`src/lgge_pkg.sv`:
```
package lgge_pkg;

  localparam int ROW_W     = 6;
  localparam int COL_W     = 6;
  localparam int CFG_W     = 7;
  localparam int REG_IDX_W = 1;

  localparam logic [1:0] CMD_WRITE = 2'd0;
  localparam logic [1:0] CMD_READ  = 2'd1;
  localparam logic [1:0] CMD_STEP  = 2'd2;

  localparam logic [REG_IDX_W-1:0] REG_ROWS = 1'b0;
  localparam logic [REG_IDX_W-1:0] REG_COLS = 1'b1;

  localparam logic [CFG_W-1:0] ROWS_RESET = 7'd64;
  localparam logic [CFG_W-1:0] COLS_RESET = 7'd64;

  localparam logic [3:0] BIRTH_COUNT = 4'd3;
  localparam logic [3:0] SURVIVE_LOW = 4'd2;

  typedef struct packed {
    logic [1:0]       cmd;
    logic [ROW_W-1:0] row;
    logic [COL_W-1:0] col;
    logic             cell_value;
  } in_item_t;

  typedef struct packed {
    logic read_value;
    logic out_of_range;
  } out_item_t;

  // B3/S23: a live cell survives on two or three neighbors, a dead one is born on three.
  function automatic logic life_rule(input logic alive, input logic [3:0] count);
    logic result;
    if (alive) begin
      result = (count == SURVIVE_LOW) || (count == BIRTH_COUNT);
    end else begin
      result = (count == BIRTH_COUNT);
    end
    return result;
  endfunction

endpackage

```
`src/life_grid_generation_engine_core.sv`:
```
// Game of Life grid engine (rule B3/S23) with one grid row per memory word.
// Input channel (in_valid/in_stall/in_data) takes commands: write one cell, read
// one cell, or compute one generation over the configured rows and columns.
// Every command yields exactly one transfer on the result channel
// (out_valid/out_stall/out_data) carrying read_value and out_of_range.
// The engine works on one command at a time. An in-range read or write passes
// S_CELL (a write reads the row word, then writes it back); out-of-range and
// unused commands go straight to S_EMIT; a generation passes S_ROW_LOAD, then
// S_ROW_CALC one row per cycle through the single read and single write port of
// the grid memory, with the three-row neighbor window held in registers.
// The next command is taken in the cycle after the result is registered, even
// while that result waits on a stalled receiver; the engine then holds before its
// own result until the output register frees up.
// After reset the grid memory is cleared one row per cycle, all MAX_ROWS rows,
// with in_stall high; configuration writes are taken during that pass.
// Row and column counts come from the cfg port and may only change while idle.
module life_grid_generation_engine_core #(
  parameter int MAX_ROWS = 64,
  parameter int MAX_COLS = 64
) (
  input  logic                               clk,
  input  logic                               rst_n,
  input  logic                               in_valid,
  output logic                               in_stall,
  input  lgge_pkg::in_item_t                 in_data,
  output logic                               out_valid,
  input  logic                               out_stall,
  output lgge_pkg::out_item_t                out_data,
  input  logic                               cfg_wr_en,
  input  logic [lgge_pkg::REG_IDX_W-1:0]     cfg_index,
  input  logic [lgge_pkg::CFG_W-1:0]         cfg_wr_data
);
  import lgge_pkg::*;

  localparam int AW   = $clog2(MAX_ROWS);
  localparam int CIW  = $clog2(MAX_COLS);
  localparam int RW   = $clog2(MAX_ROWS + 1);
  localparam int CW   = $clog2(MAX_COLS + 1);
  localparam int PW   = RW + 1;
  localparam int RXW  = (RW > CFG_W) ? RW : CFG_W;
  localparam int CXW  = (CW > CFG_W) ? CW : CFG_W;
  localparam int RCMP = (RW > ROW_W) ? RW : ROW_W;
  localparam int CCMP = (CW > COL_W) ? CW : COL_W;
  localparam int AXW  = (AW > ROW_W) ? AW : ROW_W;
  localparam int IXW  = (CIW > COL_W) ? CIW : COL_W;

  typedef enum logic [2:0] {
    S_CLEAR,
    S_IDLE,
    S_CELL,
    S_ROW_LOAD,
    S_ROW_CALC,
    S_EMIT
  } state_t;

  state_t              state_r;
  logic [CFG_W-1:0]    rows_cfg_r;
  logic [CFG_W-1:0]    cols_cfg_r;
  logic [AW-1:0]       clr_ptr_r;
  logic [1:0]          cmd_r;
  logic [AW-1:0]       row_addr_r;
  logic [CIW-1:0]      col_idx_r;
  logic                cell_val_r;
  logic [AW-1:0]       row_ptr_r;
  logic [MAX_COLS-1:0] prev_r;
  logic [MAX_COLS-1:0] cur_r;
  out_item_t           res_r;
  logic                out_valid_r;
  out_item_t           out_data_r;

  logic [RXW-1:0]      rows_ext;
  logic [RXW-1:0]      rows_clamp;
  logic [CXW-1:0]      cols_ext;
  logic [CXW-1:0]      cols_clamp;
  logic [RW-1:0]       eff_rows;
  logic [CW-1:0]       eff_cols;
  logic                grid_empty;
  logic                in_oor;
  logic                cell_cmd;
  logic [AXW-1:0]      in_row_ext;
  logic [IXW-1:0]      in_col_ext;
  logic [PW-1:0]       nr_x;
  logic [PW-1:0]       ptr_p1;
  logic [PW-1:0]       ptr_p2;
  logic                have_next;
  logic                read_p2;
  logic [MAX_COLS-1:0] next_row;
  logic [MAX_COLS-1:0] new_row;
  logic [MAX_COLS-1:0] cell_word;
  logic                old_bit;

  logic                ram_we;
  logic [AW-1:0]       ram_waddr;
  logic [MAX_COLS-1:0] ram_wdata;
  logic                ram_re;
  logic [AW-1:0]       ram_raddr;
  logic [MAX_COLS-1:0] ram_rdata;

  // A register value above the grid size acts as the grid size.
  assign rows_ext   = RXW'(rows_cfg_r);
  assign rows_clamp = (rows_ext > RXW'(MAX_ROWS)) ? RXW'(MAX_ROWS) : rows_ext;
  assign eff_rows   = rows_clamp[RW-1:0];
  assign cols_ext   = CXW'(cols_cfg_r);
  assign cols_clamp = (cols_ext > CXW'(MAX_COLS)) ? CXW'(MAX_COLS) : cols_ext;
  assign eff_cols   = cols_clamp[CW-1:0];
  assign grid_empty = (eff_rows == '0) || (eff_cols == '0);

  assign in_oor = (RCMP'(in_data.row) >= RCMP'(eff_rows)) ||
                  (CCMP'(in_data.col) >= CCMP'(eff_cols));
  assign cell_cmd   = (in_data.cmd == CMD_WRITE) || (in_data.cmd == CMD_READ);
  assign in_row_ext = AXW'(in_data.row);
  assign in_col_ext = IXW'(in_data.col);

  assign nr_x      = PW'(eff_rows);
  assign ptr_p1    = PW'(row_ptr_r) + PW'(1);
  assign ptr_p2    = PW'(row_ptr_r) + PW'(2);
  assign have_next = ptr_p1 < nr_x;
  assign read_p2   = ptr_p2 < nr_x;

  // Below the last active row the window sees dead cells.
  assign next_row = have_next ? ram_rdata : '0;

  always_comb begin
    cell_word            = ram_rdata;
    cell_word[col_idx_r] = cell_val_r;
  end
  assign old_bit = ram_rdata[col_idx_r];

  assign in_stall  = (state_r != S_IDLE);
  assign out_valid = out_valid_r;
  assign out_data  = out_data_r;

  // Memory port control. During a generation, row r is written while row r+2 is
  // read; row r+1 already sits in the read register, so no row is read after it
  // has been overwritten.
  always_comb begin
    ram_we    = 1'b0;
    ram_waddr = '0;
    ram_wdata = '0;
    ram_re    = 1'b0;
    ram_raddr = '0;
    unique case (state_r)
      S_CLEAR: begin
        ram_we    = 1'b1;
        ram_waddr = clr_ptr_r;
      end
      S_IDLE: begin
        if (in_valid) begin
          if (cell_cmd && !in_oor) begin
            ram_re    = 1'b1;
            ram_raddr = in_row_ext[AW-1:0];
          end else if ((in_data.cmd == CMD_STEP) && !grid_empty) begin
            ram_re = 1'b1;
          end
        end
      end
      S_CELL: begin
        if (cmd_r == CMD_WRITE) begin
          ram_we    = 1'b1;
          ram_waddr = row_addr_r;
          ram_wdata = cell_word;
        end
      end
      S_ROW_LOAD: begin
        if (have_next) begin
          ram_re    = 1'b1;
          ram_raddr = ptr_p1[AW-1:0];
        end
      end
      S_ROW_CALC: begin
        ram_we    = 1'b1;
        ram_waddr = row_ptr_r;
        ram_wdata = new_row;
        if (read_p2) begin
          ram_re    = 1'b1;
          ram_raddr = ptr_p2[AW-1:0];
        end
      end
      default: begin
      end
    endcase
  end

  always_ff @(posedge clk) begin
    if (!rst_n) begin
      state_r     <= S_CLEAR;
      clr_ptr_r   <= '0;
      rows_cfg_r  <= ROWS_RESET;
      cols_cfg_r  <= COLS_RESET;
      out_valid_r <= 1'b0;
    end else begin
      if (cfg_wr_en) begin
        unique case (cfg_index)
          REG_ROWS: rows_cfg_r <= cfg_wr_data;
          REG_COLS: cols_cfg_r <= cfg_wr_data;
          default: begin
          end
        endcase
      end

      // In S_EMIT the output register is reloaded below instead.
      if (out_valid_r && !out_stall && (state_r != S_EMIT)) begin
        out_valid_r <= 1'b0;
      end

      unique case (state_r)
        S_CLEAR: begin
          clr_ptr_r <= clr_ptr_r + AW'(1);
          if (clr_ptr_r == AW'(MAX_ROWS - 1)) begin
            state_r <= S_IDLE;
          end
        end
        S_IDLE: begin
          if (in_valid) begin
            cmd_r      <= in_data.cmd;
            row_addr_r <= in_row_ext[AW-1:0];
            col_idx_r  <= in_col_ext[CIW-1:0];
            cell_val_r <= in_data.cell_value;
            row_ptr_r  <= '0;
            res_r      <= '{read_value: 1'b0, out_of_range: cell_cmd && in_oor};
            if (cell_cmd) begin
              if (in_oor) begin
                state_r <= S_EMIT;
              end else begin
                state_r <= S_CELL;
              end
            end else if ((in_data.cmd == CMD_STEP) && !grid_empty) begin
              state_r <= S_ROW_LOAD;
            end else begin
              state_r <= S_EMIT;
            end
          end
        end
        S_CELL: begin
          if (cmd_r == CMD_READ) begin
            res_r.read_value <= old_bit;
          end
          state_r <= S_EMIT;
        end
        S_ROW_LOAD: begin
          prev_r  <= '0;
          cur_r   <= ram_rdata;
          state_r <= S_ROW_CALC;
        end
        S_ROW_CALC: begin
          prev_r <= cur_r;
          cur_r  <= next_row;
          if (have_next) begin
            row_ptr_r <= row_ptr_r + AW'(1);
          end else begin
            state_r <= S_EMIT;
          end
        end
        S_EMIT: begin
          if (!out_valid_r || !out_stall) begin
            out_valid_r <= 1'b1;
            out_data_r  <= res_r;
            state_r     <= S_IDLE;
          end
        end
        default: begin
          state_r <= S_IDLE;
        end
      endcase
    end
  end

  lgge_ram #(
    .WIDTH (MAX_COLS),
    .DEPTH (MAX_ROWS)
  ) u_grid_ram (
    .clk     (clk),
    .wr_en   (ram_we),
    .wr_addr (ram_waddr),
    .wr_data (ram_wdata),
    .rd_en   (ram_re),
    .rd_addr (ram_raddr),
    .rd_data (ram_rdata)
  );

  lgge_row_update #(
    .COLS (MAX_COLS)
  ) u_row_update (
    .prev_row    (prev_r),
    .cur_row     (cur_r),
    .next_row    (next_row),
    .cols_active (eff_cols),
    .new_row     (new_row)
  );

endmodule

```
`src/lgge_ram.sv`:
```
module lgge_ram #(
  parameter int WIDTH = 64,
  parameter int DEPTH = 64
) (
  input  logic                     clk,
  input  logic                     wr_en,
  input  logic [$clog2(DEPTH)-1:0] wr_addr,
  input  logic [WIDTH-1:0]         wr_data,
  input  logic                     rd_en,
  input  logic [$clog2(DEPTH)-1:0] rd_addr,
  output logic [WIDTH-1:0]         rd_data
);

  logic [WIDTH-1:0] mem [DEPTH];
  logic [WIDTH-1:0] rd_data_r;

  always_ff @(posedge clk) begin
    if (wr_en) begin
      mem[wr_addr] <= wr_data;
    end
    if (rd_en) begin
      rd_data_r <= mem[rd_addr];
    end
  end

  assign rd_data = rd_data_r;

endmodule

```
`src/lgge_row_update.sv`:
```
module lgge_row_update #(
  parameter int COLS = 64
) (
  input  logic [COLS-1:0]             prev_row,
  input  logic [COLS-1:0]             cur_row,
  input  logic [COLS-1:0]             next_row,
  input  logic [$clog2(COLS+1)-1:0]   cols_active,
  output logic [COLS-1:0]             new_row
);
  import lgge_pkg::*;

  localparam int CW = $clog2(COLS + 1);

  logic [COLS-1:0] mask;
  logic [COLS+1:0] pe;
  logic [COLS+1:0] ce;
  logic [COLS+1:0] ne;

  // Columns past the active width count as dead and pad both ends with a dead column.
  assign pe = {1'b0, prev_row & mask, 1'b0};
  assign ce = {1'b0, cur_row & mask, 1'b0};
  assign ne = {1'b0, next_row & mask, 1'b0};

  for (genvar c = 0; c < COLS; c++) begin : g_lane
    logic [3:0] cnt;

    assign mask[c] = CW'(c) < cols_active;
    assign cnt = 4'(pe[c]) + 4'(pe[c+1]) + 4'(pe[c+2]) +
                 4'(ce[c]) + 4'(ce[c+2]) +
                 4'(ne[c]) + 4'(ne[c+1]) + 4'(ne[c+2]);
    // Inactive columns keep their old value.
    assign new_row[c] = mask[c] ? life_rule(ce[c+1], cnt) : cur_row[c];
  end

endmodule

```
`config.mk`:
```
export PLATFORM = sky130hd
export DESIGN_NAME = life_grid_generation_engine_core
export DESIGN_NICKNAME = d
export VERILOG_FILES = /design/src/lgge_pkg.sv /design/src/life_grid_generation_engine_core.sv /design/src/lgge_ram.sv /design/src/lgge_row_update.sv
export SDC_FILE = /design/constraint.sdc
export NUM_CORES = 2
export LEC_CHECK = 0
export BUFFER_PORTS_ARGS = -buffer_cell sky130_fd_sc_hd__clkbuf_2
export CAP_MARGIN = 20
export CORE_MARGIN = 1
export CORE_UTILIZATION = 32
export DETAILED_ROUTE_END_ITERATION = 16
export PLACE_DENSITY = 0.49
export REMOVE_ABC_BUFFERS = 1
export SKIP_CTS_REPAIR_TIMING = 1
export SLEW_MARGIN = 20
export SYNTH_ARGS = -nofsm -noshare
export SYNTH_HDL_FRONTEND = slang
export SYNTH_HIERARCHICAL = 1
export SYNTH_SLANG_ARGS = --single-unit
```
`constraint.sdc`:
```
create_clock -name clk -period 15.4 [get_ports clk]
set_clock_uncertainty 0.1 [all_clocks]
set_input_delay 0 -clock clk [delete_from_list [all_inputs] [get_ports clk]]
set_output_delay 0 -clock clk [all_outputs]
set_load 0.05 [all_outputs]
```
-- Word-level counts from Yosys, hierarchy flattened
Memory sizes are Yosys's and may differ from the RTL's. A register that Yosys moved wholly into a read port is not among the register bits.
Index checks and enable logic that the tools add are counted.
- RAM bits: 4096
- memories: 1
- flip-flop bits (word level): 177
- add/subtract/negate cells: 445
- eq/ne operators: 145
- reductions and logical operators: 95
- multiplexer cells: 174
- bitwise logic cells: 4
- magnitude comparators: 72
- memory list (memory ; depth ; width ; rd ports ; clocked after Yosys merged registers in ; write ports ; line ; text):
    u_grid_ram.mem ; 64 ; 64 ; 1 ; 1 ; 1 ; lgge_ram.sv:14 ; logic [WIDTH-1:0] mem [DEPTH];
- operators by type and width (cell ; count):
    $add 4x1->4 ; 377
    $eq 4x2->1 const B ; 128
    $pmux 64 s2 ; 3
    $lt 6x7->1 const A ; 32
    $and 64x64->64 ; 3
    $mux 1 ; 142
    $mux 64 ; 2
    $add 1x1->2 ; 63
    $lt 5x7->1 const A ; 16
    $logic_or 1x1->1 ; 68
    $bwmux 64 ; 1
    $lt 4x7->1 const A ; 8
    $mux 6 ; 7
    $pmux 6 s3 ; 2
    $lt 3x7->1 const A ; 4
    $mux 3 ; 7
    $pmux 3 s6 ; 1
    $ge 6x7->1 ; 2
    $gt 7x7->1 const B ; 2
    $logic_not 7->1 ; 2
    $lt 1x7->1 const A ; 2
    $lt 2x7->1 const A ; 2
    $lt 7x7->1 ; 2
    $mux 7 ; 2
    other kinds (31) ; 57

-- Logic depth before layout (Yosys ltp)
- depth after elaboration: 16
- mapped depth: 25

-- Cells and area by module
Netlist, hierarchy kept.
- by module, submodules not included (module ; instances ; area each (µm²) ; seq. area each (µm²) ; cells an instance):
    lgge_ram ; 1 ; 157528.6 ; 124919.8 ; 6812
    lgge_row_update ; 1 ; 13484.2 ; 0.0 ; 1696
    life_grid_generation_engine_core ; 1 ; 10521.3 ; 5074.9 ; 1056

-- Worst setup path after synthesis
No wires, ideal clock.
- kind: register to register
- start: register state_r[2]
- end: register cur_r[0], enable pin
- slack: 4559 ps
- clock period less this slack: 10841 ps
- data required time: 14489 ps
- data arrival time: 9930 ps
- library setup time: 811 ps
- stages on the path, launching flop included: 4
- cells stage by stage: dfxtp_1 -> buf_2 -> nand3b_1 -> a21boi_0
- longest elaborated chain between the ends: 3
- elaborated cells on any way between the ends: 4
- ends and longest elaborated chain (item ; line ; text):
    start, declared ; life_grid_generation_engine_core.sv:56 ; state_t state_r;
    start signal, assigned ; life_grid_generation_engine_core.sv:186 ; state_r <= S_CLEAR;
    start signal, assigned ; life_grid_generation_engine_core.sv:210 ; state_r <= S_IDLE;
    start signal, assigned ; life_grid_generation_engine_core.sv:223 ; state_r <= S_EMIT;
    $eq 3x3->1 / $eq 3x2->1 (equally long branches) ; life_grid_generation_engine_core.sv:206 ; unique case (state_r)
    $reduce_bool 2->1 (no line) * ; - ;
    $reduce_and 2->1 (no line) * ; - ;
    end signal, assigned ; life_grid_generation_engine_core.sv:242 ; cur_r <= ram_rdata;
    end signal, assigned ; life_grid_generation_engine_core.sv:247 ; cur_r <= next_row;
    end, declared ; life_grid_generation_engine_core.sv:66 ; logic [MAX_COLS-1:0] cur_r;
Every way passes the cells marked *; elsewhere a longest branch is shown, timed or not.
A chain may end at the register's enable or synchronous reset.

-- Final worst setup path
- start: register row_ptr_r[0]
- end: register u_grid_ram.rd_data_r[15], in the netlist u_grid_ram/rd_data[15] (read register of u_grid_ram.mem) (data pin)
- longest elaborated chain between the ends: 4
- elaborated cells on any way between the ends: 10
- ends and longest elaborated chain (item ; line ; text):
    start, declared ; life_grid_generation_engine_core.sv:64 ; logic [AW-1:0] row_ptr_r;
    start signal, assigned ; life_grid_generation_engine_core.sv:249 ; row_ptr_r <= row_ptr_r + AW'(1);
    $add 6x1->7 ; life_grid_generation_engine_core.sv:115 ; assign ptr_p1 = PW'(row_ptr_r) + PW'(1);
    net ptr_p1[4] ; life_grid_generation_engine_core.sv:83 ; logic [PW-1:0] ptr_p1;
    $lt 7x7->1 ; life_grid_generation_engine_core.sv:117 ; assign have_next = ptr_p1 < nr_x;
    $mux 6 ; life_grid_generation_engine_core.sv:165 ; if (have_next) begin
    $pmux 6 s3 ; life_grid_generation_engine_core.sv:142 ; unique case (state_r)
    net ram_raddr[1] ; life_grid_generation_engine_core.sv:96 ; logic [AW-1:0] ram_raddr;
    end, declared ; lgge_ram.sv:15 ; logic [WIDTH-1:0] rd_data_r;
The timed path passes the listed nets, and every way through them passes these cells.

==> flow_metrics.py <==
metrics = {
    "status": {
        "outcome": "complete, but fails checks",
        "violations": "hold timing",
    },
    "timing": {
        "slew_headroom": 0.203,
        "rsz0062_at_grt": "no",
        "fin_crit_sh": 0.493,
        "slew_violations": 0,
        "max_freq_mhz": 132,
        "fin_hold_ws_ns": -0.00206,
        "tightestPinTransition_ns": 1.20,
        "finalHoldViolCount": 1,
        "fin_setup_tns_ns": 0,
        "setup_viol": 0,
        "min_period_ns": 7.59,
    },
    "routing": {
        "wl_um": 605000,
        "via_per_inst": 5.59,
        "drt-wirelength-per-cell_um": 33.9,
        "drtIter0Drc": 12140,
        "num_vias": 99718,
        "drt.antenna.violating_nets": 0,
        "drc": 0,
        "dr.pass1.iters": 6,
    },
    "power_and_ir_drop": {
        "ir_worst_vdd_mv": 0.0878,
        "p_leak_uw": 0.0605,
        "p_total_uw": 24400,
        "power_density_nw_per_um2": 117,
    },
    "synth": {
        "synth_edf_count": 4313,
        "yosysMostFrequentCell": "edfxtp_1",
        "ys_warn_count": 6,
        "yosys-top-cells-area": "edfxtp_1 (71%), mux4_2 (13%), fa_1 (2.2%)",
        "synth_seq_cells": 4337,
        "synth_flop_cell": "edfxtp_1",
        "synth.avg_cell_area_um2": 19.0,
        "synth_common_cells": "edfxtp_1 (4313), mux4_2 (1027), nand2_1 (527)",
        "yosys.area.top_type": "edfxtp_1",
        "synth.distinct_cells": 98,
        "syn-cell-area_um2": 182000,
        "yosysTopAreaCellShare": 0.713,
        "ys_seq_area_frac": 0.716,
        "syn_inst": 9564,
        "async_flop_share": 0,
    },
    "cts": {
        "cts_tree": "yes",
        "clock_latency_ns": 1.03,
        "cts_max_level": 5,
        "cts-root-buf": "clkbuf_16",
        "path_clk_slew_ns": 0.06,
        "cts.sinks": 4337,
        "numCtsBuffers": 441,
        "cts_buffer_depth": 4,
    },
    "layout": {
        "layout.nets": 10399,
        "syn_to_final_growth_pct": 14.3,
        "fill_cells": 52100,
        "drive_above_1_share": 0.217,
    },
    "floorplanning": {
        "die_h_um": 755,
        "fp-row-count": 276,
        "die_width_um": 755,
        "ios": 32,
        "start_util": 0.321,
        "core_um2": 565000,
        "die-area_um2": 570000,
    },
    "grt": {
        "grt_max_degree": 129,
        "antenna_found_initial": 43,
        "grt_pass1_wl_um": 827000,
        "overflow": 0,
        "first_global_vias": 100586,
        "grtUsageTotal": 0.207,
    },
    "worst_setup_path": {
        "path_class": "reg -> reg",
        "cp_cell_sequence": "ha_1, nand3_1, xnor2_1, ha_1, a21o_1, a21o_1, a21oi_1, o21ai_1, nor2_1, a221o_4, buf_4, buf_4, buf_4, mux4_2, or3_1, a31oi_1, nor2_1",
        "cp-end-kind": "register",
        "path_max_fanout": 42,
        "crit_required_ns": 16.03,
        "critPathSlowestCell": "buf_4",
        "cpMostUsedCell": "buf_4",
        "critPathArrivalTime_ns": 8.23,
        "cp-start-kind": "register",
        "max_stage_delay_ns": 0.81,
    },
    "placed_design": {
        "hpwl_um": 341000,
        "portBuffers": 31,
        "gp_congestion": 0.836,
    },
    "job": {
        "maxCapViolCount": 0,
    },
    "hold_path": {
        "hp-class": "in -> reg",
    },
}
[flip-flops by register name, summed over array words and instances (netlist names), 7 cells and up]
name                cells
u_grid_ram/mem       4096
cols_cfg_r              7
rows_cfg_r              7
u_grid_ram/rd_data     64
cur_r                  64
prev_r                 64
[cells in the final DEF (no fill, tap or decap), drive strengths merged, types with 41 or more instances in the layout]
| cell type | instances |
|---|---|
| nand4 | 86 |
| a31oi | 60 |
| a21oi | 120 |
| and2 | 228 |
| bufinv | 41 |
| or3 | 62 |
| buf | 350 |
| a22oi | 134 |
| inv | 330 |
| ha | 217 |
| edfxtp | 4313 |
| o21ai | 245 |
| o21a | 56 |
| nor2 | 251 |
| clkbuf | 564 |
| mux4 | 1027 |
| and3 | 123 |
| dlygate4sd3 | 76 |
| nand3 | 236 |
| mux2i | 225 |
| nand2 | 528 |
| o22ai | 81 |
| fa | 201 |
| clkinv | 213 |
| a21o | 52 |
[worst max-delay path: cells and delay by family (launching register included)]
family	cells	cell delay (ns)
xor+xnor	1	0.29
flops	1	0.52
buf+inv	3	2.11
simple gates	4	1.04
compound gates	6	1.93
fa+ha+maj	2	0.60
mux	1	0.59
[routing by layer]
layer | routed length [µm] | vias up | global-route usage
li1 | - | 39448 | -
met3 | 45200 | 884 | 0.0309
met1 | 251000 | 55026 | 0.285
met4 | 19400 | 10 | 0.0580
met2 | 289000 | 4350 | 0.342
met5 | 73 | - | 0
[kinds of logic (layout without fill, tap and decap cells)]
logic type,Yosys count,count (layout),share of synthesized area
XOR/XNOR,68,68,0.00328
AND/OR/NAND/NOR,1703,1703,0.0474
other,0,9,0
AO/OA/AOI/OAI,957,957,0.0352
multiplexers,1254,1254,0.140
flip-flops,4337,4337,0.716
adder cells (fa/ha/maj),418,418,0.0371
buffers and inverters,827,1583,0.0210
[final timing paths]
path                startpoint                endpoint  slack (ns)  depth (start not counted)
setup / recovery  row_ptr_r[0]  u_grid_ram/rd_data[15]        7.81                         17
hold / removal           rst_n           cols_cfg_r[6]      -0.002                          3
setup reg to reg  row_ptr_r[0]  u_grid_ram/rd_data[15]        7.81                         17
hold reg to reg       res_r[0]             out_data[0]        0.34                          0
[through the flow]
step / setup WS [ns] / hold slack [ns] / cells / util / instance area, µm²
floorplan: -17.27 / -0.0282 / 9053 / - / 179000
global placement: 7.83 / 0.0888 / 16937 / 0.341 / 193000
detailed placement: 7.79 / 0.0860 / 16940 / 0.341 / 193000
CTS: 7.76 / -1.04 / 17750 / 0.366 / 207000
global route: 7.27 / 0.0306 / 17827 / 0.367 / 207000
finish: 7.81 / -0.00206 / 17835 / 0.367 / 207000
[area by class of cell]
type / count / area [µm²] / area share
sequential: 4337 / 130000 / 0.627
multi-input combinational: 4400 / 49100 / 0.237
clock buffer: 533 / 11400 / 0.0550
tap: 7506 / 9390 / 0.0453
timing repair buffer: 457 / 3770 / 0.0182
clock inverter: 277 / 2600 / 0.0125
inverter: 316 / 1190 / 0.00572
antenna: 9 / 22.5 / 0.000109
[report_power, final]
group / leakage (µW) / internal [µW] / switching, µW
logic: 0.0180 / 357 / 541
registers: 0.0357 / 12900 / 17.1
clock network: 0.00685 / 5950 / 4630
Note: power is estimated with default switching activity, not from simulation.
